<file path="src/hw/rtl/mjq_pkg.sv">
`timescale 1ns / 1ps
`default_nettype none

package mjq_pkg;

  localparam int unsigned IN_TDATA_W  = 216;
  localparam int unsigned OUT_TDATA_W = 288;
  localparam int unsigned COEF_W      = 48;

  // One accepted input beat, with its zero-duration class attached.
  typedef struct packed {
    logic               zero;
    logic signed [31:0] start_pos;
    logic signed [31:0] start_vel;
    logic signed [31:0] start_acc;
    logic signed [31:0] end_pos;
    logic signed [31:0] end_vel;
    logic signed [31:0] end_acc;
    logic        [23:0] duration;
  } item_t;

  // Head of the queue between the front and the back.
  typedef struct packed {
    logic  vld;
    item_t item;
  } fq_head_t;

  typedef enum logic [1:0] {
    ST_OK   = 2'd0,
    ST_ZERO = 2'd1,
    ST_SAT  = 2'd2
  } status_t;

  typedef struct packed {
    status_t                   status;
    logic signed [COEF_W-1:0]  coef_five;
    logic signed [COEF_W-1:0]  coef_four;
    logic signed [COEF_W-1:0]  coef_three;
    logic signed [COEF_W-1:0]  coef_two;
    logic signed [COEF_W-1:0]  coef_one;
    logic signed [COEF_W-1:0]  coef_zero;
  } result_t;

endpackage

`default_nettype wire

</file>
<file path="src/hw/rtl/mjq_front.sv">
`timescale 1ns / 1ps
`default_nettype none

// Input side: unpacks the beat, marks zero-duration items and queues them.
module mjq_front #(
  parameter int unsigned DEPTH = 4
) (
  input  logic                              clk,
  input  logic                              rst_n,
  input  logic                              in_tvalid,
  output logic                              in_tready,
  input  logic [mjq_pkg::IN_TDATA_W-1:0]    in_tdata,
  output mjq_pkg::fq_head_t                 head,
  input  logic                              pop
);

  import mjq_pkg::*;

  localparam int unsigned AW = (DEPTH > 1) ? $clog2(DEPTH) : 1;
  localparam int unsigned CW = $clog2(DEPTH + 1);

  item_t          mem_r [DEPTH];
  item_t          in_item;
  logic [AW-1:0]  wp_r;
  logic [AW-1:0]  rp_r;
  logic [CW-1:0]  cnt_r;
  logic           push;

  function automatic logic [AW-1:0] wrap_inc(input logic [AW-1:0] ptr);
    return (ptr == AW'(DEPTH - 1)) ? AW'(0) : ptr + AW'(1);
  endfunction

  always_comb begin
    in_item.start_pos = in_tdata[31:0];
    in_item.start_vel = in_tdata[63:32];
    in_item.start_acc = in_tdata[95:64];
    in_item.end_pos   = in_tdata[127:96];
    in_item.end_vel   = in_tdata[159:128];
    in_item.end_acc   = in_tdata[191:160];
    in_item.duration  = in_tdata[215:192];
    in_item.zero      = (in_tdata[215:192] == 24'd0);
  end

  assign in_tready = (cnt_r != CW'(DEPTH));
  assign push      = in_tvalid && in_tready;

  always_ff @(posedge clk) begin
    if (push) begin
      mem_r[wp_r] <= in_item;
    end
  end

  always_ff @(posedge clk) begin
    if (!rst_n) begin
      wp_r  <= '0;
      rp_r  <= '0;
      cnt_r <= '0;
    end else begin
      if (push) begin
        wp_r <= wrap_inc(wp_r);
      end
      if (pop) begin
        rp_r <= wrap_inc(rp_r);
      end
      cnt_r <= cnt_r + CW'(push) - CW'(pop);
    end
  end

  assign head.vld  = (cnt_r != '0);
  assign head.item = mem_r[rp_r];

endmodule

`default_nettype wire

</file>
<file path="config.mk">
export PLATFORM = sky130hd
export DESIGN_NAME = mjq_front
export DESIGN_NICKNAME = d
export VERILOG_FILES = /design/src/hw/rtl/mjq_pkg.sv /design/src/hw/rtl/mjq_front.sv
export SDC_FILE = /design/constraint.sdc
export NUM_CORES = 1
export LEC_CHECK = 0
export BUFFER_PORTS_ARGS = -buffer_cell sky130_fd_sc_hd__buf_4
export CAP_MARGIN = 10
export CORE_MARGIN = 4
export CORE_UTILIZATION = 55
export DETAILED_ROUTE_END_ITERATION = 16
export PLACE_DENSITY_LB_ADDON = 0.2
export SETUP_SLACK_MARGIN = 0.02
export SLEW_MARGIN = 20
export SYNTH_ARGS = -nofsm -noshare
export SYNTH_HDL_FRONTEND = slang
export SYNTH_SLANG_ARGS = --single-unit
</file>
<file path="constraint.sdc">
create_clock -name clk -period 9.2 [get_ports clk]
set_input_delay 1.38 -clock clk [delete_from_list [all_inputs] [get_ports clk]]
set_output_delay 1.38 -clock clk [all_outputs]
set_load 0.01 [all_outputs]
</file>
==> summary.txt <==
Placed design
  – Hpwl dp: 39500 µm
  – GPL Wtd Cong: 0.747
  – Number of port buffers: 438
  – Post-placement cell count: 2349

Power
  – PwrDens: 246 mW/mm²
  – Lkg Pwr: 0.0128 µW
  – VDD IR max: between 0.0002 and 0.00025 V

Synth
  – Post-synth top cells: edfxtp_1 (868), mux4_2 (217), buf_2 (24), buf_6 (16), dfxtp_1 (9)
  – Synth unique cells: 25
  – Dominant synthesized flop cell: edfxtp_1
  – Synthesized Nets: 1418
  – Top cells by area, synth: edfxtp_1 (82%), mux4_2 (15%), dfxtp_1 (0.57%)
  – Asr flop ratio synth: 0%
  – Cell taking the most area after synthesis: edfxtp_1
  – Mapped cell area: 0.0318 mm²
  – Synthesized instance count: 1190
  – Post-synth top area share: 81.9%
  – Syn_area_per_cell: 26.7 µm²
  – Most common cell in the netlist: edfxtp_1
  – Yosys reg bits: 877
  – Sequential share of the synthesized area: 82.5%
  – Post-synth EDFFs: roughly 870
  – Yosys warns: 0

Global route
  – Number of global-route vias before repair: 15.3k
  – Total track usage: 21.1%
  – Pin count of the biggest net entering global routing: 112
  – Initial antenna violation count: 14
  – First-pass GRT wire length: 97600 µm
  – GR Overflow Total: 0

CTS
  – CTS tree: done
  – Reg clk slew, reported paths: 0.06 ns
  – Post-CTS Setup Repair Bufs: 0
  – CTS Sinks: 877
  – Number of H-tree levels: 3
  – Clock Latency Late Sink: approximately 0.61 ns
  – Max Buffers Root-to-Sink: 3
  – CTS Hold Bufs: 0
  – Post_cts resized: 0
  – Clock root buffer: clkbuf_16
  – CTS buffer count: 85

Critical path
  – CP Class: reg -> out
  – Data arrival time of the critical path: 3.21 ns
  – CP required: 7.82 ns
  – CP delay by family, top: flip-flops
  – Worst path cell trace: buf_12, mux4_2, buf_4
  – Max incr delay on CP: 0.94 ns
  – Critical Path End Type: output port
  – CP Launch Type: flop
  – CP Buf/Inv Count: 2
  – Crit path max fanout: 99
  – Slowest stage cell, crit path: dfxtp_4

Flow run
  – Max-cap viol count: 0

Detailed routing
  – TritonRoute pass-1 iters: 4
  – DR DRC count: 0
  – Vias/cell: 5.74
  – Post-DR wirelength/cell: between 20 and 30 µm
  – Routed WL: 65300 µm
  – Final ANT Viol Nets: 0
  – Routed vias: 14.4k
  – Initial DRC count: 1056

Die
  – Die width: between 200 and 250 µm
  – Die Area: ~0.06 mm²
  – Core Area: 0.0568 mm²
  – Row count: 87
  – Die Span Y: 248 µm
  – Initial Utilization: 56.0%
  – Io pins: about 440

STA
  – Fin. Hold Viols: 0
  – Number of setup violations in the final report: 0
  – Fin Hold WS: 0.526 ns
  – Setup TNS: 0 ns
  – Slew headroom: 28.9%
  – Fmax: 218 MHz
  – Slew Viols, Final: 0
  – Tcrit/Tclk final: between 40% and 50%
  – RSZ-0062 raised after global routing: no
  – Min Clock Period, post-route: 4.59 ns
  – Clk_skew: 0.0216 ns
  – Worst Tran Pin Value: 1.07 ns

Finish
  – Ratio of cells with drive above 1 in the final layout: between 40% and 50%
  – Area delta synth->final: 21.3%
  – Core Util, Final: 67.9%
  – Post-Layout Cell Count: 2508
  – Fin nets: between 1.5k and 2k

Hold path
  – Hold Crit Class: reg -> reg

Run status
  – Run status: complete, no violations
## worst min-delay path: cells and delay by family (launching register included)
kind	cells	cell delay, ns
simple gates	1	0.07
flops	1	0.35
mux	1	0.06
## power breakdown
group | internal, µW | total [µW] | leakage [µW] | switching (µW)
Sequential | 4830 | 4930 | 0.00802 | 101
Combinational | 606 | 1290 | 0.00353 | 688
Clock | 1900 | 3270 | 0.00127 | 1370
Total | 7330 | 9490 | 0.0128 | 2150
## flip-flops by register name (all words and copies together) (netlist names), named ones only
| signal | count |
|---|---|
| mem_r | 868 |
| rp_r | 2 |
| wp_r | 2 |
| cnt_r | 3 |
## final timing paths
path	startpoint	endpoint	slack [ns]	cells after the start
worst max-delay path	flop	head[148]	4.61	3
worst min-delay path	wp_r[1]	wp_r[1]	0.53	2
worst max register to register	cnt_r[1]	mem_r[0][104]	6.03	4
worst min register to register	wp_r[1]	wp_r[1]	0.53	2
## metrics by stage
step | area, µm² | total power, µW | worst slack, ns
finish | 38600 | 9490 | 4.61
global route | 38600 | 9860 | 4.29
CTS | 38500 | 9590 | 4.45
detailed placement | 35900 | 6330 | 5.10
global placement | 35900 | 6290 | 5.11
floorplan | 31800 | 5720 | 2.23
## logic make-up (layout without fill, tap and decap cells)
kind of cell | Yosys count | count (layout) | synth area share (%)
buffers and inverters | 55 | 609 | 1.12
XOR/XNOR | 2 | 2 | 0.0551
adder cells (fa/ha/maj) | 8 | 8 | 0.338
AND/OR/NAND/NOR | 27 | 27 | 0.504
multiplexers | 219 | 219 | 15.4
other | 0 | 8 | 0
flip-flops | 877 | 877 | 82.5
AO/OA/AOI/OAI | 2 | 2 | 0.0393
## area by class of cell
type	count	area, µm²
timing repair buffer	454	3480
multi-input combinational	258	5230
tap	756	946
sequential	877	26300
fill	3505	18200
antenna	8	20.0
inverter	5	18.8
clock inverter	37	329
clock buffer	113	2310
## layout by cell type, fill, tap and decap left out
cell type,Yosys,routed
fa_1,1,1
edfxtp_1,868,868
nor2b_1,3,3
clkbuf_1,2,24
and3_4,0,4
and2_1,2,2
nor2_1,2,2
or3_1,1,1
dfxtp_4,0,2
clkinv_8,0,3
nand2_1,4,4
buf_4,0,448
or3b_1,1,1
xnor2_1,2,2
bufinv_16,0,5
inv_6,0,1
clkbuf_16,0,88
clkinv_2,0,7
diode_2,0,8
clkinv_1,0,19
inv_1,5,5
dfxtp_1,9,7
o21a_1,1,1
o21ai_0,1,1
mux2i_1,2,2
nand4_1,2,2
nor3b_1,1,1
and2_4,1,1
clkinvlp_4,0,2
buf_12,0,6
ha_1,7,7
clkbuf_8,0,1
nor4_1,6,6
mux4_2,217,217
## routing by layer
| metal | global-route usage [%] | vias up | part of all wire [%] |
|---|---|---|---|
| li1 | - | 6158 | - |
| met1 | 27.6 | 7575 | 37 |
| met2 | 33.6 | 526 | 51 |
| met3 | 7.19 | 115 | 8.8 |
| met4 | 7.69 | 12 | 3.1 |
| met5 | 0 | - | 0.12 |
No activity file was read; power rests on OpenSTA's default activity.
